[config.mk]
export PLATFORM = sky130hd
export DESIGN_NAME = vssr_accum
export DESIGN_NICKNAME = d
export VERILOG_FILES = /design/src/rtl/vssr_pkg.sv /design/src/rtl/vssr_accum.sv
export SDC_FILE = /design/constraint.sdc
export NUM_CORES = 2
export LEC_CHECK = 0
export ABC_AREA = 0
export BUFFER_PORTS_ARGS = -buffer_cell sky130_fd_sc_hd__buf_2
export CAP_MARGIN = 20
export CELL_PAD_IN_SITES_DETAIL_PLACEMENT = 0
export CELL_PAD_IN_SITES_GLOBAL_PLACEMENT = 1
export CORE_ASPECT_RATIO = 0.75
export CORE_MARGIN = 1.5
export CORE_UTILIZATION = 45
export CTS_CLUSTER_SIZE = 12
export DETAILED_ROUTE_END_ITERATION = 8
export PLACE_DENSITY_LB_ADDON = 0.1
export SYNTH_ARGS = -nofsm -noshare
export SYNTH_HDL_FRONTEND = slang
export SYNTH_SLANG_ARGS = --single-unit
[constraint.sdc]
create_clock -name i_clk -period 18.2 [get_ports i_clk]
set_input_delay 1.82 -clock i_clk [delete_from_list [all_inputs] [get_ports i_clk]]
set_output_delay 1.82 -clock i_clk [all_outputs]
set_load 0.02 [all_outputs]
[src/rtl/vssr_pkg.sv]
// vssr_pkg: shared widths, codes and types of the vector statistics block
// used by every module of the block, depends on nothing
`default_nettype none

package vssr_pkg;

    localparam int SAMPLE_W        = 24;
    localparam int SUM_W           = 36;
    localparam int SQ_W            = 59;
    localparam int STEP_W          = 61;
    localparam int PROD_W          = 72;
    localparam int RAD_W           = 64;
    localparam int ROOT_W          = 32;
    localparam int OPB_W           = 36;
    localparam int CNT_OUT_W       = 13;
    localparam int MINPOS_W        = 23;
    localparam int RMS_W           = 25;
    localparam int FACT_W          = 4;
    localparam int SKIP_W          = 6;
    localparam int CFG_W           = 6;
    localparam int SKIP_MAX        = 63;
    localparam int DEF_MAX_SAMPLES = 4096;
    localparam int S_TDATA_W       = 32;
    localparam int M_TDATA_W       = 304;

    localparam logic [FACT_W-1:0] FACT_RST = 4'd7;
    localparam logic [SKIP_W-1:0] SKIP_RST = 6'd20;

    typedef enum logic {
        CFG_SPIKE_FACTOR = 1'b0,
        CFG_SKIP_LENGTH  = 1'b1
    } t_cfg_idx;

    typedef enum logic [1:0] {
        OP_MUL  = 2'd0,
        OP_DIV  = 2'd1,
        OP_SQRT = 2'd2
    } t_arith_op;

    typedef enum logic [4:0] {
        S_LOAD, S_INIT, S_MUL_NS2, S_MUL_SS, S_DIV_VAR, S_SQ_VAR, S_DIV_AVG, S_DIV_MS,
        S_SQ_RMS, S_MUL_LIM, S_RD, S_CHK, S_SQR, S_MULN, S_DEC, S_JRD, S_JCHK,
        S_DONE
    } t_seq_state;

    typedef struct packed {
        t_arith_op           op;
        logic [PROD_W-1:0]   a;
        logic [OPB_W-1:0]    b;
    } t_arith_req;

    typedef struct packed {
        logic                       ok;
        logic signed [SAMPLE_W-1:0] val;
    } t_entry;

    typedef struct packed {
        logic signed [SUM_W-1:0]    sum;
        logic [SQ_W-1:0]            sq;
        logic [STEP_W-1:0]          step;
        logic signed [SAMPLE_W-1:0] vmax;
        logic signed [SAMPLE_W-1:0] vmin;
        logic signed [SAMPLE_W-1:0] minpos;
        logic                       rising;
    } t_stats;

    typedef struct packed {
        logic [SAMPLE_W-1:0]  clean_min;
        logic [SAMPLE_W-1:0]  clean_max;
        logic                 rising;
        logic [CNT_OUT_W-1:0] valid_count;
        logic [RMS_W-1:0]     root_mean_square;
        logic [SAMPLE_W-1:0]  deviation;
        logic [SAMPLE_W-1:0]  average;
        logic [MINPOS_W-1:0]  least_positive;
        logic [SAMPLE_W-1:0]  smallest;
        logic [SAMPLE_W-1:0]  largest;
        logic [SQ_W-1:0]      total_squares;
        logic [SUM_W-1:0]     total;
    } t_result;

endpackage

`default_nettype wire

[src/rtl/vssr_accum.sv]
// vssr_accum: running sums, extremes and flags folded in while samples load
// depends on vssr_pkg
`default_nettype none

module vssr_accum
    import vssr_pkg::*;
#(
    parameter int MAX_SAMPLES = DEF_MAX_SAMPLES,
    localparam int CW = $clog2(MAX_SAMPLES + 1)
) (
    input  wire logic                       i_clk,
    input  wire logic                       i_rst_n,
    input  wire logic                       i_accept,
    input  wire logic signed [SAMPLE_W-1:0] i_sample,
    input  wire logic                       i_ok,
    input  wire logic                       i_clear,
    output t_stats                          o_stats,
    output logic [CW-1:0]                   o_count,
    output logic [CW-1:0]                   o_n,
    output logic                            o_full
);

    localparam int SQP_W = 2 * SAMPLE_W;

    logic [CW-1:0]              r_count, r_n;
    logic signed [SUM_W-1:0]    r_sum;
    logic [SQ_W-1:0]            r_sq;
    logic [STEP_W-1:0]          r_step;
    logic signed [SAMPLE_W-1:0] r_max, r_min, r_minpos, r_prev;
    logic                       r_rising, r_seen;

    logic [SAMPLE_W-1:0]        w_abs_v, w_abs_d;
    logic signed [SAMPLE_W:0]   w_d;
    logic [SQP_W-1:0]           w_vsq, w_dsq;
    logic                       w_take;

    assign o_full  = (r_count == CW'(MAX_SAMPLES));
    assign w_take  = i_accept && !o_full;
    assign w_abs_v = i_sample[SAMPLE_W-1] ? SAMPLE_W'(-i_sample) : i_sample;
    assign w_d     = {i_sample[SAMPLE_W-1], i_sample} - {r_prev[SAMPLE_W-1], r_prev};
    assign w_abs_d = w_d[SAMPLE_W] ? SAMPLE_W'(-w_d) : w_d[SAMPLE_W-1:0];
    assign w_vsq   = {{SAMPLE_W{1'b0}}, w_abs_v} * {{SAMPLE_W{1'b0}}, w_abs_v};
    assign w_dsq   = {{SAMPLE_W{1'b0}}, w_abs_d} * {{SAMPLE_W{1'b0}}, w_abs_d};

    always_ff @(posedge i_clk) begin
        if (!i_rst_n || i_clear) begin
            r_count  <= '0;
            r_n      <= '0;
            r_sum    <= '0;
            r_sq     <= '0;
            r_step   <= '0;
            r_max    <= '0;
            r_min    <= '0;
            r_minpos <= '0;
            r_prev   <= '0;
            r_rising <= 1'b1;
            r_seen   <= 1'b0;
        end else if (w_take) begin
            r_count <= r_count + CW'(1);
            if (i_ok) begin
                if (r_seen) begin
                    r_step <= r_step + STEP_W'(w_dsq);
                    if (i_sample <= r_prev) begin
                        r_rising <= 1'b0;
                    end
                    if (i_sample > r_max) begin
                        r_max <= i_sample;
                    end
                    if (i_sample < r_min) begin
                        r_min <= i_sample;
                    end
                end else begin
                    r_max <= i_sample;
                    r_min <= i_sample;
                end
                if (i_sample > 0 && (r_minpos == 0 || i_sample < r_minpos)) begin
                    r_minpos <= i_sample;
                end
                r_seen <= 1'b1;
                r_prev <= i_sample;
                r_n    <= r_n + CW'(1);
                r_sum  <= r_sum + SUM_W'(i_sample);
                r_sq   <= r_sq + SQ_W'(w_vsq);
            end else begin
                r_rising <= 1'b0;
            end
        end
    end

    assign o_count        = r_count;
    assign o_n            = r_n;
    assign o_stats.sum    = r_sum;
    assign o_stats.sq     = r_sq;
    assign o_stats.step   = r_step;
    assign o_stats.vmax   = r_max;
    assign o_stats.vmin   = r_min;
    assign o_stats.minpos = r_minpos;
    assign o_stats.rising = r_rising;

endmodule

`default_nettype wire

Word level (Yosys, flattened, before mapping)
Cells that the tools add are included.

operators by class
  eq/ne operators = 5
  muxes and demuxes = 9
  reductions and logical operators = 13
  $mul = 2
  order comparisons = 5
  $add $sub $neg = 8

operators by type and width
  kind                                                                      count
  24-bit two-way mux                                                        6
  24-bit by 24-bit multiplier with 48-bit output                            2
  61-bit by 48-bit adder with 61-bit output                                 1
  59-bit by 48-bit adder with 59-bit output                                 1
  24-bit < comparator                                                       2
  24-bit negator                                                            2
  36-bit by 24-bit adder with 36-bit output                                 1
  32-bit logical NOT                                                        1
  13-bit by 1-bit adder with 13-bit output (second input constant)          2
  24-bit by 24-bit subtractor with 25-bit output                            1
  24-bit by 1-bit > comparator with 1-bit output (second input constant)    1
  24-bit > comparator                                                       1
  24-bit <= comparator                                                      1
  3-bit AND reduction                                                       5
  13-bit == test (second input constant)                                    1
  2-bit by 1-bit inequality test with 1-bit output (second input constant)  4
  1-bit two-way mux                                                         3
  1-bit logical AND                                                         2
  1-bit logical NOT                                                         2
  1-bit logical OR                                                          2
  2-bit AND reduction                                                       1

storage, ports and cells
  logic and storage cells = 53
  output and inout bits = 256
  register bits = 280
  input port bits = 29

Longest topological paths before layout
  depth after elaboration = 5
  mapped depth = 45
  mapped depth without buffers = 40

Least setup slack after synthesis
Ideal clock, no wire load.

  path kind = input -> register
  start = input port i_sample[0]
  end = register r_step[60]
  data required time = 18,130 ps
  setup slack = 5,892 ps
  cell stages on the path = 42
  path buffers = 4
  data arrival time = 12,237 ps
  library setup time = 70 ps
  cells stage by stage = clkbuf_1 -> inv_1 -> clkbuf_1 -> ha_1 -> fa_1 -> nor2b_1 -> o31a_1 -> o41a_1 -> o41a_1 -> a211oi_2 -> o21ba_2 -> nand2_1 -> or4_1 -> o21ai_1 -> xnor2_1 -> clkbuf_1 -> nand2_1 -> fa_1 -> [... 6 more ...] -> fa_1 -> fa_1 -> inv_1 -> fa_1 -> inv_1 -> ha_1 -> clkbuf_1 -> nand3_1 -> or2_2 -> or2_2 -> nor3_1 -> a2111oi_0 -> o21ai_0 -> a31oi_1 -> o21ai_0 -> a221oi_1 -> or3_1 -> a21oi_1

between the ends
  word-level cells in the longest chain between the ends = 5

ends and longest elaborated chain
  item                                                RTL line          source
  start, declared                                     vssr_accum.sv:14  input wire logic signed [SAMPLE_W-1:0] i_sample,
  24-bit by 24-bit subtractor with 25-bit output (*)  vssr_accum.sv:40  assign w_d = {i_sample[SAMPLE_W-1], i_sample} - {r_prev[SAMPLE_W-1], r_prev};
  24-bit negator                                      vssr_accum.sv:41  assign w_abs_d = w_d[SAMPLE_W] ? SAMPLE_W'(-w_d) : w_d[SAMPLE_W-1:0];
  24-bit two-way mux (*)                              vssr_accum.sv:41
  24-bit by 24-bit multiplier with 48-bit output (*)  vssr_accum.sv:43  assign w_dsq = {{SAMPLE_W{1'b0}}, w_abs_d} * {{SAMPLE_W{1'b0}}, w_abs_d};
  61-bit by 48-bit adder with 61-bit output (*)       vssr_accum.sv:62  r_step <= r_step + STEP_W'(w_dsq);
  end signal, assigned                                vssr_accum.sv:62
  end, declared                                       vssr_accum.sv:28  logic [STEP_W-1:0] r_step;

Every way passes the cells marked *; elsewhere a longest branch is shown, timed or not.
A chain may end at the register's enable or synchronous reset.

Worst setup path after layout
  start = input port i_sample[0]
  end = register r_step[52]

The elaborated chain is that of the path after synthesis.

==> reports/metrics.cfg <==
[finish]
fillerInstances=10900
area.growth.synth_to_final_pct=9.00
antenna-diode-count=0
nNetsFinal=7517
post_route_cells_drive_above_1_share_pct=7.93

[worst_setup_path]
critical_path_s_top_delay_family=adder cells
path_class=in -> reg
rr_worst_depth=38
cp_max_fo=23
arrival_ns=14.73
critical_path_buf_inv_count=10
setup.worst_path.start_class=input port
critical_path_cell_with_the_highest_stage_delay=sky130_fd_sc_hd__clkinv_1
r2r-end=r_step[52]
r2r_setup_slack_ns=5.57
regToRegStartpoint=r_prev[2]
largest_stage_delay_on_the_critical_path_ns=0.87
cpMostUsedCell=sky130_fd_sc_hd__fa_1
endpoint_type_of_the_worst_setup_path=flop
required_ns=18.74

[clocking]
tritoncts.num_buffers=38
cts.hold.buffers_added=0
cts_root_buffer=sky130_fd_sc_hd__clkbuf_16
post-cts-setup-buffer-count=0
cts_max_path_buffers=3
clk_latency_ns=0.63
cts_htree_levels=2
clock_sinks=280
ctsResizeCount=0
path_clk_slew_ns=0.06
tritoncts=built

[route]
detail_route.drc_violations=0
detail-route-antenna-nets=0
totalWireLength_um=159000
drt_iter0_markers=2782
detail_route.vias_per_cell=5.29
drt_pre_antenna_iters=5
routed-via-count=39900
post_drt_wl_per_cell_um=21.1

[floorplan]
top_level_ports=285
die_x_um=389
start_util_pct=45.3
placement_rows=106
die_area_um2=114000
core_um2=111000
die_height_um=293

[min_path]
hold_path_startpoint=r_prev[11]
hold_path.class=reg -> reg
min_path_cells=2
min_delay_worst_endpoint=r_prev[11]

[timing]
max-slew-margin-rel_pct=20.5
fmax_ghz=0.0705
tightestPinTransition_ns=1.18
report.final.hold_viol_count=0
clock_skew_ns=0.0327
unrepaired_setup_endpoints_after_global_routing=no
fin_max_slew_vios=0
min_period_ns=14.19
finalSetupViolCount=0
final.period_utilization_pct=78.0
setup-tns-final_ns=0

[logic_synthesis]
ys_dominant_reg_cell=sky130_fd_sc_hd__dfxtp_1
post_synth_inst_count=5855
netlist-cell-type-count=77
synth_edf_count=0
seq_area_frac_synth_pct=11.1
postSynthAreaPerCell_um2=8.59
share_of_async_settable_or_async_resettable_flops_after_synthesis_pct=0
synth.cell_area_um2=50300
synth-warning-count=0
ys_seq_elements=280

[global_route]
global_route.usage.total_pct=28.6
grt_pass1_vias=41000
grt_antenna_before_repair=3
grt_start_max_net_pins=81
gr-total-overflow=0
grt_first_pass_wirelength_um=249000

[placed_design]
place_congestion=0.924
placement.io_buffers=284
dp_hpwl_um=131000

[run]
maxCapViolations=0

[run_status]
result_of_the_run=finished, final reports clean

## layout by cell type, fill, tap and decap left out, drive strengths merged, types with 17 or more instances in the layout
master  count
or3        34
nor2b      26
buf       368
a21oi     294
xnor2     114
a31oi      26
nand2     656
inv      1307
o21ai     180
fa        932
a211oi     38
a21o      119
ha        493
nand2b     35
nand4      45
o21a       28
nor2      499
xor2       87
o21bai     29
and3       35
nor3       30
dfxtp     280
clkbuf     49
conb       17
o31ai      23
mux2i      56
nand3      89
nor4       23
## per-stage QoR
stage	worst slack (ns)	instances	hold WS [ns]	utilization [%]	cell area (µm²)
after floorplan	5.89	5870	0.436	-	50400
after global routing	3.12	7549	0.470	49.3	54800
after CTS	4.16	7548	0.455	49.3	54800
final	4.01	7549	0.451	49.3	54800
after detailed placement	3.54	7480	0.448	48.1	53500
after global placement	3.96	7479	0.443	48.1	53500
## area by class of cell
| cell class | instances | area (µm²) | share of cell area [%] |
|---|---|---|---|
| inverters | 1312 | 4920 | 8.98 |
| multi-input cells | 4063 | 39100 | 71.3 |
| flip-flops and latches | 280 | 5610 | 10.2 |
| well taps | 1458 | 1820 | 3.33 |
| clock buffers | 49 | 1030 | 1.88 |
| clock inverters | 19 | 280 | 0.511 |
| repair buffers | 368 | 2060 | 3.75 |
## worst max path at each step
stage	endpoint	cells past startpoint	from	slack, ns
6_report	r_step[52]	41	i_sample[0]	4.01
3_3_place_gp	r_step[60]	41	i_sample[0]	3.96
2_1_floorplan	r_step[60]	42	i_sample[0]	5.89
4_1_cts	r_step[52]	41	i_sample[0]	4.16
5_1_grt	r_step[60]	41	i_sample[0]	3.12
3_5_place_dp	r_step[60]	41	i_sample[0]	3.54
## kinds of logic (layout without fill, tap and decap cells)
kind of cell	Yosys count	after routing	synth area share [%]
multiplexers	56	56	1.12
AND/OR/NAND/NOR	1534	1534	13.2
AO/OA/AOI/OAI	830	830	10.2
other	2	17	0.0149
flip-flops	280	280	11.1
buffers and inverters	1527	1748	11.4
adder cells (fa/ha/maj)	1425	1425	49.3
XOR/XNOR	201	201	3.53
## Yosys cell counts, drive strengths merged, types with 7 or more instances
cell	number	share of area, %
clkbuf	186	1.4
a21oi	294	2.9
nand2	656	4.9
o21a	28	0.42
nand2b	35	0.44
a311oi	8	0.14
mux2i	56	1.1
and2	16	0.20
nor2	499	3.7
or3	34	0.42
o31a	10	0.17
or4	14	0.21
xnor2	114	2.0
nor4	23	0.29
xor2	87	1.5
ha	493	12
nor3	30	0.30
a211oi	38	0.58
o41ai	7	0.15
a21o	119	1.8
nor2b	26	0.32
o21bai	29	0.43
buf	29	0.26
o211ai	8	0.12
dfxtp	280	11
a31oi	26	0.32
nand4	45	0.57
nand3	89	0.89
o31ai	23	0.34
inv	1306	9.7
and3	35	0.44
fa	932	37
or2	13	0.16
o21ai	180	1.8
## sequential cells by signal, indices dropped and copies added, names as in the netlist
name / count
r_minpos: 24
r_prev: 24
r_rising: 1
r_min: 24
r_max: 24
r_sq: 59
r_sum: 36
r_step: 61
o_count: 13
o_n: 13
r_seen: 1
## metal layers
metal  global-route usage (%)  vias up  wire length, µm
met1                     43.7    20000            77600
met2                     41.0     1213            64900
met4                     3.93        4             2010
met5                        0        -              201
li1                         -    18600                -
met3                     7.80      113            14800
## worst min-delay path, delay by kind of cell (launching register included)
family / cells / cell delay, ns
DFF: 1 / 0.30
and+or+nand+nor: 1 / 0.05
AOI/OAI and AO/OA: 1 / 0.05
Power is not shown: default switching activity piles up to over one toggle a cycle in this logic, so the estimate is an artifact.
