$ cat src/rtl/vssr_pkg.sv
// vssr_pkg: shared widths, codes and types of the vector statistics block
// used by every module of the block, depends on nothing
`default_nettype none

package vssr_pkg;

    localparam int SAMPLE_W        = 24;
    localparam int SUM_W           = 36;
    localparam int SQ_W            = 59;
    localparam int STEP_W          = 61;
    localparam int PROD_W          = 72;
    localparam int RAD_W           = 64;
    localparam int ROOT_W          = 32;
    localparam int OPB_W           = 36;
    localparam int CNT_OUT_W       = 13;
    localparam int MINPOS_W        = 23;
    localparam int RMS_W           = 25;
    localparam int FACT_W          = 4;
    localparam int SKIP_W          = 6;
    localparam int CFG_W           = 6;
    localparam int SKIP_MAX        = 63;
    localparam int DEF_MAX_SAMPLES = 4096;
    localparam int S_TDATA_W       = 32;
    localparam int M_TDATA_W       = 304;

    localparam logic [FACT_W-1:0] FACT_RST = 4'd7;
    localparam logic [SKIP_W-1:0] SKIP_RST = 6'd20;

    typedef enum logic {
        CFG_SPIKE_FACTOR = 1'b0,
        CFG_SKIP_LENGTH  = 1'b1
    } t_cfg_idx;

    typedef enum logic [1:0] {
        OP_MUL  = 2'd0,
        OP_DIV  = 2'd1,
        OP_SQRT = 2'd2
    } t_arith_op;

    typedef enum logic [4:0] {
        S_LOAD, S_INIT, S_MUL_NS2, S_MUL_SS, S_DIV_VAR, S_SQ_VAR, S_DIV_AVG, S_DIV_MS,
        S_SQ_RMS, S_MUL_LIM, S_RD, S_CHK, S_SQR, S_MULN, S_DEC, S_JRD, S_JCHK,
        S_DONE
    } t_seq_state;

    typedef struct packed {
        t_arith_op           op;
        logic [PROD_W-1:0]   a;
        logic [OPB_W-1:0]    b;
    } t_arith_req;

    typedef struct packed {
        logic                       ok;
        logic signed [SAMPLE_W-1:0] val;
    } t_entry;

    typedef struct packed {
        logic signed [SUM_W-1:0]    sum;
        logic [SQ_W-1:0]            sq;
        logic [STEP_W-1:0]          step;
        logic signed [SAMPLE_W-1:0] vmax;
        logic signed [SAMPLE_W-1:0] vmin;
        logic signed [SAMPLE_W-1:0] minpos;
        logic                       rising;
    } t_stats;

    typedef struct packed {
        logic [SAMPLE_W-1:0]  clean_min;
        logic [SAMPLE_W-1:0]  clean_max;
        logic                 rising;
        logic [CNT_OUT_W-1:0] valid_count;
        logic [RMS_W-1:0]     root_mean_square;
        logic [SAMPLE_W-1:0]  deviation;
        logic [SAMPLE_W-1:0]  average;
        logic [MINPOS_W-1:0]  least_positive;
        logic [SAMPLE_W-1:0]  smallest;
        logic [SAMPLE_W-1:0]  largest;
        logic [SQ_W-1:0]      total_squares;
        logic [SUM_W-1:0]     total;
    } t_result;

endpackage

`default_nettype wire

$ cat src/rtl/vssr_seq.sv
// vssr_seq: closing sequencer, mean/sigma/rms through the shared arith unit
// and the spike-rejecting pass over the store; depends on vssr_pkg
`default_nettype none

module vssr_seq
    import vssr_pkg::*;
#(
    parameter int MAX_SAMPLES = DEF_MAX_SAMPLES,
    localparam int CW = $clog2(MAX_SAMPLES + 1),
    localparam int AW = $clog2(MAX_SAMPLES)
) (
    input  wire logic               i_clk,
    input  wire logic               i_rst_n,
    input  wire logic               i_start,
    input  wire t_stats             i_stats,
    input  wire logic [CW-1:0]      i_n,
    input  wire logic [CW-1:0]      i_cnt,
    input  wire logic [FACT_W-1:0]  i_factor,
    input  wire logic [SKIP_W-1:0]  i_skip,
    output logic                    o_astart,
    output t_arith_req              o_areq,
    input  wire logic               i_adone,
    input  wire logic [PROD_W-1:0]  i_ares,
    output logic                    o_rd_en,
    output logic [AW-1:0]           o_rd_addr,
    input  wire t_entry             i_rd_q,
    input  wire logic               i_out_free,
    output logic                    o_ready,
    output logic                    o_res_valid,
    output t_result                 o_res
);

    localparam int IW    = $clog2(MAX_SAMPLES + SKIP_MAX + 3);
    localparam int NN_W  = 2 * CW;
    localparam int D2_W  = 2 * SAMPLE_W;
    localparam int D2N_W = D2_W + CW;

    t_seq_state r_state, n_state;
    logic       r_issued, n_issued;
    logic       w_math;

    logic [PROD_W-1:0]          r_t, r_lim;
    logic [SAMPLE_W-1:0]        r_dev, r_avg;
    logic [RMS_W-1:0]           r_rms;
    logic [IW-1:0]              r_i, r_j;
    logic signed [SAMPLE_W-1:0] r_ref, r_cmax, r_cmin, r_v;
    logic                       r_have;
    logic [SAMPLE_W-1:0]        r_ad;
    logic [D2_W-1:0]            r_d2;
    logic [D2N_W-1:0]           r_d2n;

    logic [SUM_W-1:0]           w_abs_sum;
    logic [NN_W-1:0]            w_nn;
    logic [2*FACT_W-1:0]        w_ff;
    logic signed [SAMPLE_W-1:0] w_ref_eff;
    logic signed [SAMPLE_W:0]   w_d;
    logic [SAMPLE_W-1:0]        w_ad, w_q24;
    logic                       w_pass;
    logic [IW-1:0]              w_j, w_cnt;

    assign w_abs_sum = i_stats.sum[SUM_W-1] ? SUM_W'(-i_stats.sum) : i_stats.sum;
    assign w_nn      = {{CW{1'b0}}, i_n} * {{CW{1'b0}}, i_n - CW'(1)};
    assign w_ff      = {{FACT_W{1'b0}}, i_factor} * {{FACT_W{1'b0}}, i_factor};
    assign w_ref_eff = r_have ? r_ref : i_rd_q.val;
    assign w_d       = {i_rd_q.val[SAMPLE_W-1], i_rd_q.val}
                     - {w_ref_eff[SAMPLE_W-1], w_ref_eff};
    assign w_ad      = w_d[SAMPLE_W] ? SAMPLE_W'(-w_d) : w_d[SAMPLE_W-1:0];
    assign w_q24     = i_ares[SAMPLE_W-1:0];
    // step passes when d*d*n stays below factor^2 times the step-square sum
    assign w_pass    = PROD_W'(r_d2n) < r_lim;
    assign w_j       = r_i + IW'(i_skip);
    assign w_cnt     = IW'(i_cnt);

    assign w_math = r_state == S_MUL_NS2 || r_state == S_MUL_SS ||
                    r_state == S_DIV_VAR || r_state == S_SQ_VAR ||
                    r_state == S_DIV_AVG || r_state == S_DIV_MS ||
                    r_state == S_SQ_RMS  || r_state == S_MUL_LIM;

    always_ff @(posedge i_clk) begin
        if (!i_rst_n) begin
            r_state  <= S_LOAD;
            r_issued <= 1'b0;
        end else begin
            r_state  <= n_state;
            r_issued <= n_issued;
        end
    end

    always_comb begin
        n_state     = r_state;
        n_issued    = w_math && (!r_issued || !i_adone);
        o_astart    = w_math && !r_issued;
        o_areq      = '{op: OP_MUL, a: '0, b: '0};
        o_rd_en     = 1'b0;
        o_rd_addr   = r_i[AW-1:0];
        o_res_valid = 1'b0;
        unique case (r_state)
            S_LOAD: begin
                if (i_start) begin
                    n_state = S_INIT;
                end
            end
            S_INIT: begin
                // the stats now include the closing sample
                n_state = (i_n >= CW'(2)) ? S_MUL_NS2 : S_SQ_RMS;
            end
            S_MUL_NS2: begin
                o_areq = '{op: OP_MUL, a: PROD_W'(i_stats.sq), b: OPB_W'(i_n)};
                if (i_adone) n_state = S_MUL_SS;
            end
            S_MUL_SS: begin
                o_areq = '{op: OP_MUL, a: PROD_W'(w_abs_sum), b: OPB_W'(w_abs_sum)};
                if (i_adone) n_state = S_DIV_VAR;
            end
            S_DIV_VAR: begin
                o_areq = '{op: OP_DIV, a: r_t, b: OPB_W'(w_nn)};
                if (i_adone) n_state = S_SQ_VAR;
            end
            S_SQ_VAR: begin
                o_areq = '{op: OP_SQRT, a: PROD_W'(r_t[RAD_W-1:0]), b: '0};
                if (i_adone) n_state = S_DIV_AVG;
            end
            S_DIV_AVG: begin
                o_areq = '{op: OP_DIV, a: PROD_W'(w_abs_sum), b: OPB_W'(i_n)};
                if (i_adone) n_state = S_DIV_MS;
            end
            S_DIV_MS: begin
                o_areq = '{op: OP_DIV, a: PROD_W'(i_stats.sq), b: OPB_W'(i_n)};
                if (i_adone) n_state = S_SQ_RMS;
            end
            S_SQ_RMS: begin
                o_areq = '{op: OP_SQRT, a: PROD_W'(r_t[RAD_W-1:0]), b: '0};
                if (i_adone) n_state = (i_n != '0) ? S_MUL_LIM : S_DONE;
            end
            S_MUL_LIM: begin
                o_areq = '{op: OP_MUL, a: PROD_W'(i_stats.step), b: OPB_W'(w_ff)};
                if (i_adone) n_state = S_RD;
            end
            S_RD: begin
                if (r_i >= w_cnt) begin
                    n_state = S_DONE;
                end else begin
                    o_rd_en = 1'b1;
                    n_state = S_CHK;
                end
            end
            S_CHK: begin
                n_state = i_rd_q.ok ? S_SQR : S_RD;
            end
            S_SQR:  n_state = S_MULN;
            S_MULN: n_state = S_DEC;
            S_DEC: begin
                if (w_pass || w_j >= w_cnt) begin
                    n_state = S_RD;
                end else begin
                    n_state = S_JRD;
                end
            end
            S_JRD: begin
                o_rd_en   = 1'b1;
                o_rd_addr = r_j[AW-1:0];
                n_state   = S_JCHK;
            end
            S_JCHK: n_state = S_RD;
            S_DONE: begin
                if (i_out_free) begin
                    o_res_valid = 1'b1;
                    n_state     = S_LOAD;
                end
            end
            default: n_state = S_LOAD;
        endcase
    end

    always_ff @(posedge i_clk) begin
        unique case (r_state)
            S_LOAD: begin
                if (i_start) begin
                    r_i    <= '0;
                    r_have <= 1'b0;
                    r_cmax <= '0;
                    r_cmin <= '0;
                    r_avg  <= '0;
                end
            end
            S_INIT: begin
                r_dev <= i_stats.vmax - i_stats.vmin;
                r_t   <= PROD_W'(i_stats.sq);
            end
            S_MUL_NS2, S_DIV_VAR, S_DIV_MS: begin
                if (i_adone) r_t <= i_ares;
            end
            S_MUL_SS: begin
                if (i_adone) r_t <= r_t - i_ares;
            end
            S_SQ_VAR: begin
                if (i_adone) r_dev <= w_q24;
            end
            S_DIV_AVG: begin
                if (i_adone) r_avg <= i_stats.sum[SUM_W-1] ? -w_q24 : w_q24;
            end
            S_SQ_RMS: begin
                if (i_adone) r_rms <= i_ares[RMS_W-1:0];
            end
            S_MUL_LIM: begin
                if (i_adone) r_lim <= i_ares;
            end
            S_CHK: begin
                if (i_rd_q.ok) begin
                    // first valid entry becomes reference and seeds the extremes
                    if (!r_have) begin
                        r_ref  <= i_rd_q.val;
                        r_cmax <= i_rd_q.val;
                        r_cmin <= i_rd_q.val;
                        r_have <= 1'b1;
                    end
                    r_ad <= w_ad;
                    r_v  <= i_rd_q.val;
                end else begin
                    r_i <= r_i + IW'(1);
                end
            end
            S_SQR: begin
                r_d2 <= {{SAMPLE_W{1'b0}}, r_ad} * {{SAMPLE_W{1'b0}}, r_ad};
            end
            S_MULN: begin
                r_d2n <= {{CW{1'b0}}, r_d2} * {{D2_W{1'b0}}, i_n};
            end
            S_DEC: begin
                if (w_pass) begin
                    if (r_v > r_cmax) begin
                        r_cmax <= r_v;
                    end else if (r_v < r_cmin) begin
                        r_cmin <= r_v;
                    end
                    r_ref <= r_v;
                    r_i   <= r_i + IW'(1);
                end else begin
                    // spike: jump past the skip window
                    r_j <= w_j;
                    r_i <= w_j + IW'(2);
                end
            end
            S_JCHK: begin
                if (i_rd_q.ok) r_ref <= i_rd_q.val;
            end
            default: begin
            end
        endcase
    end

    assign o_ready = (r_state == S_LOAD);

    assign o_res.total            = i_stats.sum;
    assign o_res.total_squares    = i_stats.sq;
    assign o_res.largest          = i_stats.vmax;
    assign o_res.smallest         = i_stats.vmin;
    assign o_res.least_positive   = i_stats.minpos[MINPOS_W-1:0];
    assign o_res.average          = r_avg;
    assign o_res.deviation        = r_dev;
    assign o_res.root_mean_square = r_rms;
    assign o_res.valid_count      = CNT_OUT_W'(i_n);
    assign o_res.rising           = i_stats.rising && (i_n != '0);
    assign o_res.clean_max        = r_cmax;
    assign o_res.clean_min        = r_cmin;

    a_chk_after_rd: assert property (@(posedge i_clk) disable iff (!i_rst_n)
        r_state == S_CHK |-> $past(r_state) == S_RD)
        else $error("entry checked without a read the cycle before");

    a_jchk_after_jrd: assert property (@(posedge i_clk) disable iff (!i_rst_n)
        r_state == S_JCHK |-> $past(r_state) == S_JRD)
        else $error("reference checked without a read the cycle before");

endmodule

`default_nettype wire

$ cat config.mk
export PLATFORM = sky130hd
export DESIGN_NAME = vssr_seq
export DESIGN_NICKNAME = d
export VERILOG_FILES = /design/src/rtl/vssr_pkg.sv /design/src/rtl/vssr_seq.sv
export SDC_FILE = /design/constraint.sdc
export NUM_CORES = 2
export LEC_CHECK = 0
export BUFFER_PORTS_ARGS = -buffer_cell sky130_fd_sc_hd__buf_4
export CAP_MARGIN = 20
export CORE_MARGIN = 2
export CORE_UTILIZATION = 25
export CTS_CLUSTER_DIAMETER = 40
export DETAILED_ROUTE_END_ITERATION = 10
export GPL_TIMING_DRIVEN = 0
export HOLD_SLACK_MARGIN = 0.15
export SYNTH_ARGS = -nofsm -noshare
export SYNTH_HDL_FRONTEND = slang
export SYNTH_SLANG_ARGS = --single-unit
$ cat constraint.sdc
create_clock -name i_clk -period 27.8 [get_ports i_clk]
set_clock_uncertainty 0.1 [all_clocks]
set_input_delay 4.17 -clock i_clk [delete_from_list [all_inputs] [get_ports i_clk]]
set_output_delay 4.17 -clock i_clk [all_outputs]
set_load 0.02 [all_outputs]
# Word level (Yosys, flattened, before mapping)
# Index checks and enable logic that the tools add are counted.
# totals
ff_bits	478
input_bits	367
output_inout_bits	427
elab_cells	165
# classes
add_sub_neg	10
mul	4
order_cmp	6
n_eq_ne	36
mux	54
bitwise	1
n_reduce_logical	37
# ops
op	count
case mux 110 bit (7 select lines)	1
two-way mux 24 bit	16
case mux 24 bit (3 select lines)	3
case mux 72 bit (3 select lines)	1
two-way mux 72 bit	2
case mux 24 bit (2 select lines)	2
case mux 5 bit (18 select lines)	1
< comparator 61 x 72 -> 1 bit	1
subtractor 72 bit	1
multiplier 48 x 13 -> 61 bit	1
two-way mux 5 bit	12
multiplier 24 x 24 -> 48 bit	1
negator 24 bit	2
equality test 5 x 4 -> 1 bit, second input constant	8
two-way mux 13 bit	3
case mux 13 bit (3 select lines)	1
inequality test 2 bit, second input constant	19
two-way mux 36 bit	1
negator 36 bit	1
>= comparator 13 bit	2
multiplier 13 x 13 -> 26 bit	1
subtractor 24 x 24 -> 25 bit	1
greater-than comparator 24 bit	1
< comparator 24 bit	1
32 further kinds	65

# Logic depth before layout (Yosys ltp)
# depth
ltp_word	9
mapped_depth	30
depth_no_buf	28

# Least setup slack after synthesis
# No wires, ideal clock.
# synth_timing
kind	in2out
startpoint	in i_n[4]
endpoint	out o_areq[25] (netlist name)
t_arrival_ps	10813
required_ps	23530
setup_slack_ps	12717
stages	25
n_path_buf	2
cell_sequence	clkbuf_1 -> or3_1 -> or3_1 -> or3_1 -> ha_1 -> clkbuf_1 -> nand2b_1 -> fa_1 -> fa_1 -> inv_1 -> fa_1 -> fa_1 -> inv_1 -> fa_1 -> inv_1 -> ha_1 -> and3_1 -> a211oi_1 -> or4_1 -> a41oi_1 -> o21a_1 -> or4_1 -> a31oi_1 -> xnor2_1 -> o22ai_1
# synth_rtl
item	line	rtl
from (decl)	vssr_seq.sv:16	input wire logic [CW-1:0] i_n,
to (decl)	vssr_seq.sv:21	output t_arith_req o_areq,

==> reports/results.ini <==
[drt]
vias_per_cell=4.834
dr_total_vias=60100
dr.pass1.iters=9
ant_nets=0
routedWlPerCell_um=22.75
drt_wl_total_um=282800
drc=0
drtIter0Drc=6164

[synth]
synth_top_cell_area_share_pct=28.91
synthArstFlopShare_pct=0
ys_seq_area_share_pct=19.65
yosys.cell_types.count=91
syn_avg_cell_area_um2=9.460
synth.largest_area_cell=fa_1
syn_inst=7672
synth_seq_cells=477
synth_edf_count=471
yosys-top-cells-area=fa_1, edfxtp_1, ha_1, inv_1, nand2_1
synth_commonest_cells=inv_1, fa_1, nand2_1
netlist_area_um2=72570
ys.flop_type=edfxtp_1
synth.most_common_cell=inv_1
synth_warnings=0

[pwr]
pwr-share-clk_pct=16.1
intPower_w=0.003253
combPwrFrac_pct=64.8
power_w=0.006313
pwr-share-seq_pct=19.0
ir_drop_mv=0.06908
switchingPower_w=0.003060
power_leakage_nw=40.31
p_per_area_nw_per_um2=72.93
netSwitchingFraction_pct=48.47

[timing]
setup_viol=0
finalSetupTns_ns=0
min_period_ns=16.73
fmax_mhz=59.78
hold_viol_final=0
finalMaxSlewViolations=0
tightest_slew_ns=1.249
rsz0062_at_grt=no
relSlewSlack_pct=16.71
finalCritPeriodShare_pct=60.17

[worst_setup_path]
critPathKind=input pin to output port
reg2regPathDepth=26
startpoint_type=input pin
endpoint_kind=output port
required_ns=23.53
critical_path.max_fanout=10
crit_arrival_ns=12.46

[floorplan]
die_area_um2=294600
ios=794
die_y_um=542.8
core_area_um2=288400
std_cell_rows=197
die_w_um=542.8
initial_utilization_pct=25.17

[clock_network]
ctsRootBufferMaster=clkbuf_16
postCtsSetupRepairBufs=0
hold_buffers=0
clockBufferDepth=3
clkSinkCount=477
clock_latency_ns=0.71
htreeDepth=3
cts_tree=built
cts_buffers=78
cts_resized=0
clkSlewWorstSetupHoldPaths_ns=0.06

[place]
placed_cell_area_um2=83750
post-dp-hpwl_um=240300
place.gp.congestion=0.9960
io_buffers=769

[global_route]
antenna_found_initial=32
grt_max_degree=34
grt.total_usage_pct=18.82
grt_overflow_total=0
grt_pass1_wl_um=408300
grt_pass1_vias=59650

[hold_path]
worstHoldPathCells=3
hold_class=register to register

[finish]
multi_input_area_um2=50660
area_growth_pct=19.27
area.sequential_um2=14260
drive_gt1_share_pct=13.83
fillCellCount=30420
post-route-cell-area_um2=86560
nets=10620

[run_status]
status=completed

[job]
cap_violations=0

==> registers in the layout, indices dropped and copies added, names as in the netlist, 25 cells and up <==
signal  cells
r_lim      72
r_t        72
r_d2n      61
r_d2       47
r_rms      25
==> per-layer routing <==
metal | routed length, um | up-vias | GRT usage (%) | share of wire, %
li1 | - | 26670 | - | -
met1 | 121900 | 29980 | 25.90 | 43
met2 | 121600 | 2952 | 28.42 | 43
met3 | 27210 | 487 | 4.245 | 9.6
met4 | 12090 | 4 | 7.386 | 4.3
met5 | 32 | - | 0 | 0.011
==> worst max-delay path, stage by stage <==
cell      delay (ns)
buf_4           0.23
clkbuf_1        0.88
inv_1           0.40
ha_1            0.32
nand2_1         0.20
or3_1           0.15
ha_1            0.25
clkbuf_1        0.29
nand2b_1        0.26
fa_1            0.52
fa_1            0.49
inv_1           0.06
fa_1            0.49
fa_1            0.50
inv_1           0.05
fa_1            0.47
inv_1           0.04
ha_1            0.35
and3_1          0.24
a211oi_1        0.32
or4_1           0.18
a41oi_1         0.14
o21a_1          0.25
or4_1           0.41
a31oi_1         0.21
xnor2_1         0.20
o22ai_1         0.13
buf_4           0.21
==> stage by stage <==
stage	instances	util (%)	worst slack (ns)	hold WS (ns)
global route	12420	30.00	10.64	0.4285
global placement	12230	28.81	11.10	0.3897
detailed placement	12260	29.04	11.15	0.3970
finish	12430	30.01	11.07	0.4116
floorplan	7675	-	12.72	0.3769
CTS	12410	29.98	11.14	0.4075
==> logic make-up after synthesis <==
family,after synthesis,share of synthesized area (%)
AO/OA/AOI/OAI,1231,11.40
other,2,0.01035
adder cells (fa/ha/maj),1686,39.91
flip-flops,477,19.65
AND/OR/NAND/NOR,2010,13.65
multiplexers,44,0.6293
XOR/XNOR,337,4.067
buffers and inverters,1885,10.68
==> placed cells by master, fill, tap and decap left out, types with 20 or more instances in the layout <==
cell	instances
or3_1	36
nor2_1	264
a211oi_1	21
o31ai_1	45
a31oi_1	25
a21o_1	169
nand3_1	85
o22ai_1	20
diode_2	24
nand2b_1	154
nand2_1	762
o21ai_0	297
nor3_1	63
and3_1	30
fa_1	1048
xor2_1	117
mux2i_1	31
clkbuf_1	312
and2_1	382
o21bai_1	27
nand4_1	43
edfxtp_1	471
ha_1	638
a22oi_1	86
a21oi_1	246
a22o_1	28
nor2b_1	98
clkbuf_16	78
buf_4	951
inv_1	1377
o21a_1	38
xnor2_1	220
a222oi_1	58
==> area by class of cell <==
| class | instances | area share [%] |
|---|---|---|
| multi-input combinational | 5313 | 58.52 |
| buffer | 507 | 2.982 |
| clock buffer | 79 | 2.259 |
| timing repair buffer | 807 | 7.358 |
| antenna | 24 | 0.06938 |
| clock inverter | 66 | 0.8904 |
| sequential | 477 | 16.48 |
| tap | 3781 | 5.465 |
| inverter | 1378 | 5.976 |
==> path summary, 6_finish.rpt <==
kind	to	slack, ns	startpoint
worst min-delay path	r_issued	0.41	r_issued
worst max-delay path	o_areq[25]	11.07	i_n[1]
worst max register to register	r_d2[37]	18.38	r_ad[9]
worst min register to register	r_issued	0.41	r_issued
==> power by group through the flow <==
stage / combinational [W] / sequential, W / clock, W
global route: 0.00448 / 0.00121 / 0.00106
detailed placement: 0.00403 / 0.00121 / 0
finish: 0.00409 / 0.00120 / 0.00102
CTS: 0.00405 / 0.00119 / 0.00103
global placement: 0.00398 / 0.00123 / 0
floorplan: 0.00267 / 0.00123 / 0
Note: power is estimated with default switching activity, not from simulation.
