`src/rtl/vssr_pkg.sv`:
```
// vssr_pkg: shared widths, codes and types of the vector statistics block
// used by every module of the block, depends on nothing
`default_nettype none

package vssr_pkg;

    localparam int SAMPLE_W        = 24;
    localparam int SUM_W           = 36;
    localparam int SQ_W            = 59;
    localparam int STEP_W          = 61;
    localparam int PROD_W          = 72;
    localparam int RAD_W           = 64;
    localparam int ROOT_W          = 32;
    localparam int OPB_W           = 36;
    localparam int CNT_OUT_W       = 13;
    localparam int MINPOS_W        = 23;
    localparam int RMS_W           = 25;
    localparam int FACT_W          = 4;
    localparam int SKIP_W          = 6;
    localparam int CFG_W           = 6;
    localparam int SKIP_MAX        = 63;
    localparam int DEF_MAX_SAMPLES = 4096;
    localparam int S_TDATA_W       = 32;
    localparam int M_TDATA_W       = 304;

    localparam logic [FACT_W-1:0] FACT_RST = 4'd7;
    localparam logic [SKIP_W-1:0] SKIP_RST = 6'd20;

    typedef enum logic {
        CFG_SPIKE_FACTOR = 1'b0,
        CFG_SKIP_LENGTH  = 1'b1
    } t_cfg_idx;

    typedef enum logic [1:0] {
        OP_MUL  = 2'd0,
        OP_DIV  = 2'd1,
        OP_SQRT = 2'd2
    } t_arith_op;

    typedef enum logic [4:0] {
        S_LOAD, S_INIT, S_MUL_NS2, S_MUL_SS, S_DIV_VAR, S_SQ_VAR, S_DIV_AVG, S_DIV_MS,
        S_SQ_RMS, S_MUL_LIM, S_RD, S_CHK, S_SQR, S_MULN, S_DEC, S_JRD, S_JCHK,
        S_DONE
    } t_seq_state;

    typedef struct packed {
        t_arith_op           op;
        logic [PROD_W-1:0]   a;
        logic [OPB_W-1:0]    b;
    } t_arith_req;

    typedef struct packed {
        logic                       ok;
        logic signed [SAMPLE_W-1:0] val;
    } t_entry;

    typedef struct packed {
        logic signed [SUM_W-1:0]    sum;
        logic [SQ_W-1:0]            sq;
        logic [STEP_W-1:0]          step;
        logic signed [SAMPLE_W-1:0] vmax;
        logic signed [SAMPLE_W-1:0] vmin;
        logic signed [SAMPLE_W-1:0] minpos;
        logic                       rising;
    } t_stats;

    typedef struct packed {
        logic [SAMPLE_W-1:0]  clean_min;
        logic [SAMPLE_W-1:0]  clean_max;
        logic                 rising;
        logic [CNT_OUT_W-1:0] valid_count;
        logic [RMS_W-1:0]     root_mean_square;
        logic [SAMPLE_W-1:0]  deviation;
        logic [SAMPLE_W-1:0]  average;
        logic [MINPOS_W-1:0]  least_positive;
        logic [SAMPLE_W-1:0]  smallest;
        logic [SAMPLE_W-1:0]  largest;
        logic [SQ_W-1:0]      total_squares;
        logic [SUM_W-1:0]     total;
    } t_result;

endpackage

`default_nettype wire

```
`src/rtl/vssr_arith.sv`:
```
// vssr_arith: shared iterative unit, shift-add multiply, restoring divide
// and bitwise square root; depends on vssr_pkg
`default_nettype none

module vssr_arith
    import vssr_pkg::*;
(
    input  wire logic       i_clk,
    input  wire logic       i_rst_n,
    input  wire logic       i_start,
    input  wire t_arith_req i_req,
    output logic            o_done,
    output logic [PROD_W-1:0] o_result
);

    localparam int CNT_W = $clog2(PROD_W + 1);

    logic              r_busy, r_done;
    t_arith_op         r_op;
    logic [CNT_W-1:0]  r_cnt, n_cnt;
    logic [PROD_W-1:0] r_a, n_a;
    logic [OPB_W-1:0]  r_b, n_b;
    logic [PROD_W-1:0] r_p, n_p;
    logic [OPB_W:0]    r_rem, n_rem;
    logic [OPB_W:0]    w_dv_t, w_sq_t, w_trial;

    assign w_dv_t  = {r_rem[OPB_W-1:0], r_a[PROD_W-1]};
    assign w_sq_t  = {r_rem[OPB_W-2:0], r_a[RAD_W-1:RAD_W-2]};
    assign w_trial = {3'b0, r_p[ROOT_W-1:0], 2'b01};

    always_comb begin
        n_a   = r_a;
        n_b   = r_b;
        n_p   = r_p;
        n_rem = r_rem;
        n_cnt = r_cnt - CNT_W'(1);
        unique case (r_op)
            OP_MUL: begin
                if (r_b[0]) begin
                    n_p = r_p + r_a;
                end
                n_a = r_a << 1;
                n_b = r_b >> 1;
            end
            OP_DIV: begin
                // one quotient bit a step
                if (w_dv_t >= {1'b0, r_b}) begin
                    n_rem = w_dv_t - {1'b0, r_b};
                    n_p   = {r_p[PROD_W-2:0], 1'b1};
                end else begin
                    n_rem = w_dv_t;
                    n_p   = {r_p[PROD_W-2:0], 1'b0};
                end
                n_a = r_a << 1;
            end
            OP_SQRT: begin
                // two radicand bits in, one root bit out
                if (w_sq_t >= w_trial) begin
                    n_rem = w_sq_t - w_trial;
                    n_p   = {r_p[PROD_W-2:0], 1'b1};
                end else begin
                    n_rem = w_sq_t;
                    n_p   = {r_p[PROD_W-2:0], 1'b0};
                end
                n_a = r_a << 2;
            end
            default: begin
                n_cnt = r_cnt;
            end
        endcase
    end

    always_ff @(posedge i_clk) begin
        if (!i_rst_n) begin
            r_busy <= 1'b0;
            r_done <= 1'b0;
        end else begin
            r_done <= 1'b0;
            if (i_start) begin
                r_busy <= 1'b1;
            end else if (r_busy && r_cnt == CNT_W'(1)) begin
                r_busy <= 1'b0;
                r_done <= 1'b1;
            end
        end
    end

    always_ff @(posedge i_clk) begin
        if (i_start) begin
            r_op  <= i_req.op;
            r_a   <= i_req.a;
            r_b   <= i_req.b;
            r_p   <= '0;
            r_rem <= '0;
            priority case (i_req.op)
                OP_MUL:  r_cnt <= CNT_W'(OPB_W);
                OP_DIV:  r_cnt <= CNT_W'(PROD_W);
                default: r_cnt <= CNT_W'(ROOT_W);
            endcase
        end else if (r_busy) begin
            r_a   <= n_a;
            r_b   <= n_b;
            r_p   <= n_p;
            r_rem <= n_rem;
            r_cnt <= n_cnt;
        end
    end

    assign o_done   = r_done;
    assign o_result = r_p;

    a_start_idle: assert property (@(posedge i_clk) disable iff (!i_rst_n)
        i_start |-> !r_busy)
        else $error("arith start while busy");

endmodule

`default_nettype wire

```
`config.mk`:
```
export PLATFORM = sky130hd
export DESIGN_NAME = vssr_arith
export DESIGN_NICKNAME = d
export VERILOG_FILES = /design/src/rtl/vssr_pkg.sv /design/src/rtl/vssr_arith.sv
export SDC_FILE = /design/constraint.sdc
export NUM_CORES = 1
export LEC_CHECK = 0
export BUFFER_PORTS_ARGS = -buffer_cell sky130_fd_sc_hd__buf_2
export CAP_MARGIN = 10
export CELL_PAD_IN_SITES_DETAIL_PLACEMENT = 1
export CELL_PAD_IN_SITES_GLOBAL_PLACEMENT = 1
export CORE_MARGIN = 5
export CORE_UTILIZATION = 45
export DETAILED_ROUTE_END_ITERATION = 10
export PLACE_DENSITY_LB_ADDON = 0.1
export SLEW_MARGIN = 20
export SYNTH_ARGS = -nofsm -noshare
export SYNTH_HDL_FRONTEND = slang
export SYNTH_SLANG_ARGS = --single-unit
```
`constraint.sdc`:
```
create_clock -name i_clk -period 4.3 [get_ports i_clk]
set_input_delay 0.215 -clock i_clk [delete_from_list [all_inputs] [get_ports i_clk]]
set_output_delay 0.215 -clock i_clk [all_outputs]
set_load 0.005 [all_outputs]
```
Word level (Yosys, flattened, before mapping)
Cells that the tools add are included.
W data, S select, Z words.
- flip-flop bits (word level): 227
- logic and storage cells: 58
- output and inout port bits: 73
- eq/ne operators: 5
- mux-type cells: 20
- bitwise operators: 1
- order comparisons: 2
- reduce and logical (&&, ||, !) cells: 18
- add/sub/neg operators: 4
- operators with widths (operator ; number):
    $mux W72 ; 3
    $pmux W72 S3 ; 1
    $mux W36 ; 5
    $pmux W72 S2 ; 1
    $add A72 B72 Y72 ; 1
    $pmux W36 S2 ; 1
    $ge A37 B34 Y1 ; 1
    $ge A37 B36 Y1 ; 1
    $sub A36 B34 Y36 ; 1
    $sub A36 B36 Y36 ; 1
    $mux W7 ; 3
    $pmux W7 S2 ; 1
    $reduce_bool A2 Y1 ; 5
    $reduce_and A2 Y1 ; 4
    $eq A7 B1 Y1 const B ; 1
    $sub A7 B1 Y7 const B ; 1
    $reduce_bool A3 Y1 ; 2
    $mux W1 ; 5
    $eq A2 B1 Y1 const B ; 2
    $logic_not A2 Y1 ; 2
    $reduce_or A2 Y1 ; 2
    $reduce_and A3 Y1 ; 1
    $reduce_or A3 Y1 ; 1
    $eq A2 B2 Y1 const B ; 1
    other kinds (3) ; 3

Depth between registers and ports, before layout
Gate-level depths: netlist (run 1).
- word-level depth: 5
- mapped depth: 16

Worst setup path before layout (run 1)
No wires, ideal clock.
- path kind: register to register
- from: register r_op[0]
- to: register r_a[0] (enable)
- arrival: 3158 ps
- slack: 700 ps
- stages on the path, launching flop included: 9
- library setup time: 442 ps
- cell sequence: edfxtp_1 -> inv_1 -> ha_1 -> clkbuf_1 -> or2_2 -> clkbuf_1 -> clkbuf_1 -> o21ai_0 -> nand2b_1
- cells in the longest elaborated chain, start to end: 4
- elaborated cells between the ends (all ways): 6
- classes of those cells: 2 x eq/ne; 4 x reduce/logical
- RTL lines (item ; line ; text):
    start: declaration ; vssr_arith.sv:19 ; t_arith_op r_op;
    start signal: assignment ; vssr_arith.sv:90 ; r_op <= i_req.op;
    $eq A2 B1 Y1 / $logic_not A2 Y1 (equally long branches) ; vssr_arith.sv:37 ; unique case (r_op)
    $reduce_or A2 Y1 (no source line) ; - ;
    $reduce_bool A3 Y1 (no source line) (*) ; - ;
    $reduce_and A2 Y1 (no source line) (*) ; - ;
    end signal: assignment ; vssr_arith.sv:91 ; r_a <= i_req.a;
    end signal: assignment ; vssr_arith.sv:101 ; r_a <= n_a;
    end: declaration ; vssr_arith.sv:21 ; logic [PROD_W-1:0] r_a, n_a;
Every way passes the cells marked *; elsewhere a longest branch is shown, timed or not.
A chain may end at the register's enable or synchronous reset.

Worst setup path in the final report (run 1)
- from: register r_b[24]
- to: register r_rem[2]
- cells in the longest elaborated chain, start to end: 3
- RTL lines (item ; line ; text):
    start: declaration ; vssr_arith.sv:22 ; logic [OPB_W-1:0] r_b, n_b;
    start signal: assignment ; vssr_arith.sv:92 ; r_b <= i_req.b;
    start signal: assignment ; vssr_arith.sv:102 ; r_b <= n_b;
    $ge A37 B36 Y1 ; vssr_arith.sv:47 ; if (w_dv_t >= {1'b0, r_b}) begin
    $mux W36 ; vssr_arith.sv:47 ;
    $pmux W36 S2 ; vssr_arith.sv:37 ;
    end signal: assignment ; vssr_arith.sv:104 ; r_rem <= n_rem;
    end: declaration ; vssr_arith.sv:24 ; logic [OPB_W:0] r_rem, n_rem;
No other way between the ends.

==> metrics list, run 1 <==
- Clock-pin slew was measured on the worst setup and hold paths at around 0.060 ns.
- After detailed routing, the number of remaining DRC violations is 0.
- The worst setup path is launched from a register.
- The multi-input combinational cells in the finished layout cover a total of 12500 µm².
- Tightest hold margin: 0.0110 ns
- FF/Latch Area: approximately 5700 µm²
* Largest net degree at the start of global routing: roughly 130
- In this run the clock root is driven by a sky130_fd_sc_hd__clkbuf_16.
* Worst supply voltage drop on vdd: 0.000285 V
- The number of hold violations in the final report came to 0.
- After synthesis the netlist holds a flip-flop and latch count of between 200 and 250.
- The region available for standard cell placement spans 42900 µm².
* Final Max Tran Viols: 0
* Rel. slew slack: 0.342
- Setup repair after global routing left no endpoint under its margin.
- Worst r2r dst: r_rem[2]
- Of all nets on the critical path, the largest fanout is 43.
* Status: completed
- WS Path Type: register to register
- The first TritonRoute pass finished after 5 iterations.
* Min Tclk post-route: roughly 3.9 ns
- The synthesized design contains between 100 and 150 enable-type register cells.
- For hold timing, the worst endpoint is r_b[24].
- The synthesized netlist occupies a cell area of 19400 µm².
- Die width: approximately 220 µm
- Layout cells sized above 1: 0.122
* Synth warnings: 0
* Average footprint of a synthesized cell: 8.14 µm²
- After the last flow step, the layout net total stands at around 2900.
* Routed wire length per instance: 21.3 µm
- Summed over all failing endpoints, the final setup total negative slack is 0 ns.
- R2R Path Start: r_b[24]
- Synthesis produced a netlist with a net count of between 2000 and 3000.
* Post-synthesis async set-or-reset flop share: 0
- 1st-iter DRT viols: roughly 1100
* Wire length of the first global-routing pass: 108 mm
- The critical path starts at r_b[24].
- Antenna Violating Nets Remaining: 0
- The die covers about 47000 µm².
- Insertion delay to the later sink of the worst-skew pair: around 0.59 ns
- Post-synthesis to final-layout area growth: 17.2%
* Overall die height: about 220 µm
- TritonCTS Sinks: around 230
- Vias in the first global route: slightly below 20000
- Setup slack of the most critical reg-to-reg path: 0.44 ns
- Number of cells traversed by the worst hold path: 3
* Number of unique standard cell types used by synthesis: roughly 100
- Cells resized by post-CTS repair: 0
- 186 I/O pins were placed.
* CP Data Required Time: 4.72 ns
- The tool flagged a number of max-cap violations equal to 0.
- Starting utilization of the core area: 0.453
- At the pin with the least slew margin, the transition time is 0.985 ns.
- # H-tree levels: 1
- The total overflow left after global routing is 0.
- The initial antenna violation count came to 1.
- The worst setup path is captured at a register.
* Total Power Consumption: about 9.0 mW
* Count of port buffers added during placement: approximately 190
- In the routed layout, each cell is associated on average with a via count of 5.90.
* Detailed Place HPWL: around 50 mm
- The worst register-to-register path has a depth of 13.
- Power density over cell area: 395 nW/µm²
- Buffers inserted during clock tree synthesis total 29.
- Routed vias: 18900
* Core Rows: 76
- For this run, the leading register cell type out of synthesis is sky130_fd_sc_hd__edfxtp_1.
* Worst endpoint data arrival time: 4.29 ns
* Worst min-delay path class: primary input to register
* DRT Wirelength: 68.2 mm
- For the final database, setup skew stands at ~0.023 ns.
- Derived from the worst setup path, the maximum achievable clock frequency is between 200 and 300 MHz.
- Setup violations remaining at the end of the flow were counted as 0.
* Overall Global Routing Usage: 0.277
- TritonCTS built the clock tree.
* Post-route fraction of the period consumed by the critical path: 0.898
* Largest buffer count on any clock path: 3
* Gate count of the mapped netlist: 2385
* Leakage component of the power: roughly 9.7 nW
- Launch point of the worst hold path: i_req[24]
- The congestion estimate from routability-driven global placement came to 0.935.
- Count of fill cells added during filler insertion: just over 5000
* Share of the yosys chip area belonging to registers: 0.294
[cells in the final DEF, fill, tap and decap left out, types with 84 or more instances in the layout]
cell type / count
sky130_fd_sc_hd__buf_2: 184
sky130_fd_sc_hd__edfxtp_1: 117
sky130_fd_sc_hd__a21oi_1: 206
sky130_fd_sc_hd__ha_1: 145
sky130_fd_sc_hd__dlygate4sd3_1: 110
sky130_fd_sc_hd__nand2_1: 296
sky130_fd_sc_hd__mux2i_1: 84
sky130_fd_sc_hd__nor2_1: 176
sky130_fd_sc_hd__inv_1: 113
sky130_fd_sc_hd__dfxtp_1: 110
sky130_fd_sc_hd__o21ai_0: 217
sky130_fd_sc_hd__xnor2_1: 89
[routing by layer]
layer,vias to the layer above,wire length (µm),track usage
met5,-,0,0
met2,381,33600,0.497
met3,124,2360,0.0297
met1,9193,29800,0.352
li1,9155,-,-
met4,0,2380,0.0823
[cell usage after synthesis (10+ instances only)]
cell type                  instances  area [µm²]
sky130_fd_sc_hd__a21o_1           67         503
sky130_fd_sc_hd__a211o_1          19         166
sky130_fd_sc_hd__nand2_1         296        1110
sky130_fd_sc_hd__inv_1           113         424
sky130_fd_sc_hd__clkbuf_1         97         364
sky130_fd_sc_hd__a21oi_1         206        1030
sky130_fd_sc_hd__o21ai_0         217        1090
sky130_fd_sc_hd__xnor2_1          89         780
sky130_fd_sc_hd__nor2b_1          20         125
sky130_fd_sc_hd__a31oi_1          18         113
sky130_fd_sc_hd__nand3_1          46         230
sky130_fd_sc_hd__xor2_1           45         394
sky130_fd_sc_hd__o21bai_1         22         165
sky130_fd_sc_hd__edfxtp_1        117        3510
sky130_fd_sc_hd__a221oi_1         18         158
sky130_fd_sc_hd__nor3_1           31         155
sky130_fd_sc_hd__ha_1            147        1840
sky130_fd_sc_hd__a311oi_1         10        87.6
sky130_fd_sc_hd__o211ai_1         42         315
sky130_fd_sc_hd__o21a_1           18         135
sky130_fd_sc_hd__nand2b_1         28         175
sky130_fd_sc_hd__dfxtp_1         110        2200
sky130_fd_sc_hd__a211oi_1         56         420
sky130_fd_sc_hd__and3_1           15        93.8
sky130_fd_sc_hd__nor2_1          176         661
sky130_fd_sc_hd__mux2i_1          84         841
sky130_fd_sc_hd__buf_6            14         158
sky130_fd_sc_hd__nand4_1          45         282
sky130_fd_sc_hd__buf_2            21         105
[worst max-delay path by stage]
stage	endpoint	slack (ns)	cells past startpoint
after floorplan	r_a[0]	0.70	8
after global placement	r_rem[0]	0.56	13
after detailed placement	r_rem[2]	0.45	13
after CTS	r_rem[2]	0.43	13
after global routing	r_rem[0]	0.09	13
final	r_rem[2]	0.44	13
[metrics by stage]
step	instance area, µm²	std cells	setup WS, ns	util
floorplan	19400	2385	0.700	-
global placement	20600	3031	0.556	0.481
detailed placement	20600	3031	0.451	0.481
CTS	22700	3194	0.426	0.530
global route	22800	3196	0.0855	0.530
finish	22800	3196	0.438	0.530
[area by class of cell]
class	count	area share
clock inverter	13	0.00632
inverter	114	0.0188
antenna	1	0.000110
tap	585	0.0322
multi-input combinational	1891	0.552
timing repair buffer	325	0.103
clock buffer	40	0.0373
sequential	227	0.251
[logic make-up (layout without fill, tap and decap cells)]
logic type / Yosys count / in the layout / synth area share
xor+xnor: 134 / 134 / 0.0604
mux: 85 / 85 / 0.0439
fa+ha+maj: 149 / 149 / 0.0968
other cells: 0 / 1 / 0
simple gates: 701 / 701 / 0.163
flops: 227 / 227 / 0.294
buf+inv: 267 / 492 / 0.0616
compound gates: 822 / 822 / 0.280
[worst max-delay path: stages (launching register included)]
cell and delay [ns]:
sky130_fd_sc_hd__edfxtp_1 0.33, sky130_fd_sc_hd__inv_1 0.06, sky130_fd_sc_hd__ha_1 0.46, sky130_fd_sc_hd__and2_1 0.28
sky130_fd_sc_hd__a221oi_1 0.32, sky130_fd_sc_hd__a211oi_1 0.14, sky130_fd_sc_hd__a211oi_2 0.28, sky130_fd_sc_hd__o31ai_4 0.16
sky130_fd_sc_hd__a21oi_4 0.80, sky130_fd_sc_hd__buf_4 0.34, sky130_fd_sc_hd__nor3_1 0.09, sky130_fd_sc_hd__a211o_1 0.28
sky130_fd_sc_hd__nand3_1 0.08, sky130_fd_sc_hd__a21oi_1 0.07
[power by group]
part | total, mW | internal [mW] | switching [mW]
combinational | 3.62 | 1.43 | 2.19
sequential | 2.80 | 2.53 | 0.262
clock | 2.57 | 1.55 | 1.03
total | 8.99 | 5.51 | 3.48
[timing repair]
item | CTS | global route
buffers inserted | 0 | 0
hold buffers | 110 | 0
hold endpoints to repair | 111 | 0
[flip-flops by register name (all words and copies together) (netlist names)]
register / count
o_result: 72
r_a: 72
r_b: 36
r_rem: 36
r_cnt: 7
r_op: 2
o_done: 1
r_busy: 1
Note: power is estimated with default switching activity, not from simulation.
==> run 2, diff against run 1 <==
--- a/config.mk
+++ b/config.mk
@@ -13,6 +13,7 @@
 export CORE_UTILIZATION = 45
 export DETAILED_ROUTE_END_ITERATION = 10
 export PLACE_DENSITY_LB_ADDON = 0.1
+export REMOVE_ABC_BUFFERS = 1
 export SLEW_MARGIN = 20
 export SYNTH_ARGS = -nofsm -noshare
 export SYNTH_HDL_FRONTEND = slang
==> metrics list, run 2 (synthesized netlist as in run 1, its figures left out) <==
* Status: completed
- Core Rows: 76 (unchanged)
* Finished Core Util: 0.528 (-0.00283)
* TritonCTS clock tree: done
- The kind of cell with the highest combined delay along the critical path is compound AO/OA/AOI/OAI gates.
- The number of nets in the final layout was 2844 (-0.21%).
- The core box area came to 42900 µm² (unchanged).
- 1st-iter DRT viols: 872 (-24%)
- The tightest min-delay check is of the primary input to register type.
* TritonCTS Sinks: 227 (unchanged)
* Routed vias: 18600 (-1.5%)
- The detailed-placement wirelength estimate was 47.6 mm (-4.9%).
- The area of combinational cells with multiple inputs was 12600 µm² (about the same).
* Clock tree root buffer cell: sky130_fd_sc_hd__clkbuf_16
* Overall die height: 218 µm (unchanged)
* Clk pin slew, worst setup/hold paths: 0.06 ns (about the same)
* Final setup fails: 0 (unchanged)
- The number of design rule violations left after detail routing was 0 (unchanged).
- The transition time of the tightest slew-check pin was 1.09 ns (+0.106 ns).
* Global placement routability congestion: 0.897 (-4.0%)
- # H-tree levels: 1 (unchanged)
- The number of port buffers is 185 (unchanged).
- The via density per instance is 5.82 (-1.3%).
- The post-detailed-route count of antenna-violating nets was 0 (unchanged).
* Pre-CTS setup slack: 0.478 ns (+0.0272 ns)
* Final TNS setup: 0 ns (unchanged)
- CP Data Required Time: 4.78 ns (+0.06 ns)
* Buffers plus inverters on the worst setup path: 1 (-1)
* Power density over cell area: 388 nW/µm² (-1.7%)
- The worst slew margin relative to its limit was 0.273 (-0.0692).
* Count of fill cells added during filler insertion: 5186 (+0.019%)
- Die width: 218 µm (unchanged)
* Maximum fanout along the worst path: 5 (-88%)
* I/O pin count: 186 (unchanged)
* Count of antenna diodes in the layout: 0 (-1)
* Largest stage delay on the critical path: 0.48 ns (-0.32 ns)
* Vias in the first global route: 19300 (-2.4%)
* Maximum achievable frequency: 254 MHz (-1.8%)
- The post-cts resize count is 0 (unchanged).
* Number of clock buffers inserted by TritonCTS: 28 (-3.4%)
* Post-synthesis to final-layout area growth: 16.5%
- The worst setup path is captured at a register.
* Nature of the critical path startpoint: register
- Floorplan die area: 47400 µm² (unchanged)
- The final global-route overflow total was 0 (unchanged).
- The final clock period utilization by the worst path came to 0.915 (+0.0167).
- The worst clock skew came to 0.0113 ns (-0.0114 ns).
- Leading cell types in the layout, fill and taps excluded: 296 x sky130_fd_sc_hd__nand2_1, 217 x sky130_fd_sc_hd__o21ai_0, 206 x sky130_fd_sc_hd__a21oi_1
- The first-pass GRT wire length is 104 mm (-3.2%).
- Routed wire length per instance: 20.5 µm (-3.7%)
* Commonest non-fill, non-tap cell in the layout: sky130_fd_sc_hd__nand2_1
- The detailed-router iteration count before antenna repair came to 5 (unchanged).
- By startpoint and endpoint, the worst setup path is classified as register to register.
- Largest buffer count on any clock path: 3 (unchanged)
- The number of hold violations in the final report was 0 (unchanged).
- The minimum period implied by the final worst setup slack was 3.93 ns (+0.0717 ns).
- The signal on the critical path passes through ha_1 -> inv_1 -> fa_1 -> nand2b_1 -> a21oi_1 -> o211ai_1 -> a211oi_2 -> o31ai_2 -> a211oi_2 -> o21a_1 -> nor3_1 -> o31ai_1 -> nand2_1 -> a21oi_1.
- The worst hold slack after final layout came to 0.0415 ns (+0.0305 ns).
- The initial antenna violation count came to 0 (-1).
- The pin count of the biggest net entering global routing was 150 (+13%).
* Worst endpoint data arrival time: 4.42 ns (+0.13 ns)
* Slowest cell on the critical path: sky130_fd_sc_hd__a211oi_2
- Final Max Tran Viols: 0 (unchanged)
- Layout cells sized above 1: 0.120 (-0.00241)
* Final Worst Setup Slack: 0.366 ns (-0.0717 ns)
- The final wirelength came to 65.5 mm (-3.9%).
* Overall Global Routing Usage: 0.267 (-0.0104)
* Leakage component of the power: 9.61 nW (-0.74%)
- Insertion delay to the later sink of the worst-skew pair: 0.57 ns (-0.02 ns)
- Worst supply voltage drop on vdd: 0.000270 V (-5.1%)
* Starting utilization of the core area: 0.453 (unchanged)
- Setup repair after global routing left no endpoint under its margin.
* FF/Latch Area: 5720 µm² (unchanged)
- Max-cap violation count: 0 (unchanged)
==> run 2: cell types whose count changed in the layout (fill, tap and decap cells not counted), sizes merged <==
| cell | before | now |
|---|---|---|
| clkinv | 10 | 6 |
| clkbuf | 40 | 45 |
| buf | 215 | 210 |
| bufinv | 3 | 1 |
| clkinvlp | 0 | 1 |
| inv | 114 | 113 |
| diode | 1 | 0 |
==> run 2: area by class of cell <==
class                   count  area share
clock buffers              45      0.0393
inverters                 114      0.0189
multi-input cells        1891       0.555
repair buffers            320      0.0994
clock inverters             7     0.00271
well taps                 585      0.0323
flip-flops and latches    227       0.253
==> run 2: power breakdown <==
part	leakage [nW]	internal, mW	switching, mW	total [mW]
clock network	0.466	1.47	0.984	2.45
registers	2.08	2.54	0.245	2.78
logic	7.06	1.41	2.14	3.55
total	9.61	5.42	3.37	8.78
==> run 2: worst paths after layout <==
check	start	endpoint	slack, ns	cells past startpoint
min reg2reg	o_result[38]	o_result[38]	0.50	2
max reg2reg	o_result[0]	o_result[62]	0.37	14
max	o_result[0]	o_result[62]	0.37	14
min	i_start	o_result[39]	0.04	2
==> run 2: repair_timing <==
| action | 4_1_cts | 5_1_grt |
|---|---|---|
| hold buffers | 110 | 0 |
| setup buffers | 0 | 0 |
| hold endpoints to repair | 111 | 0 |
==> run 2: routing by layer <==
layer  wire length (µm)  up-vias  global-route usage
met4               2190        0              0.0837
met2              32100      331               0.477
met1              28900     9018               0.337
met5                  0        -                   0
met3               2320       96              0.0300
li1                   -     9129                   -
==> run 2: stage by stage <==
step	area (µm²)	instances	total power [mW]
finish	22600	3189	8.78
detailed placement	20600	3027	6.25
global route	22600	3189	9.33
global placement	20600	3027	6.17
CTS	22600	3189	8.82
floorplan	18700	2232	5.22
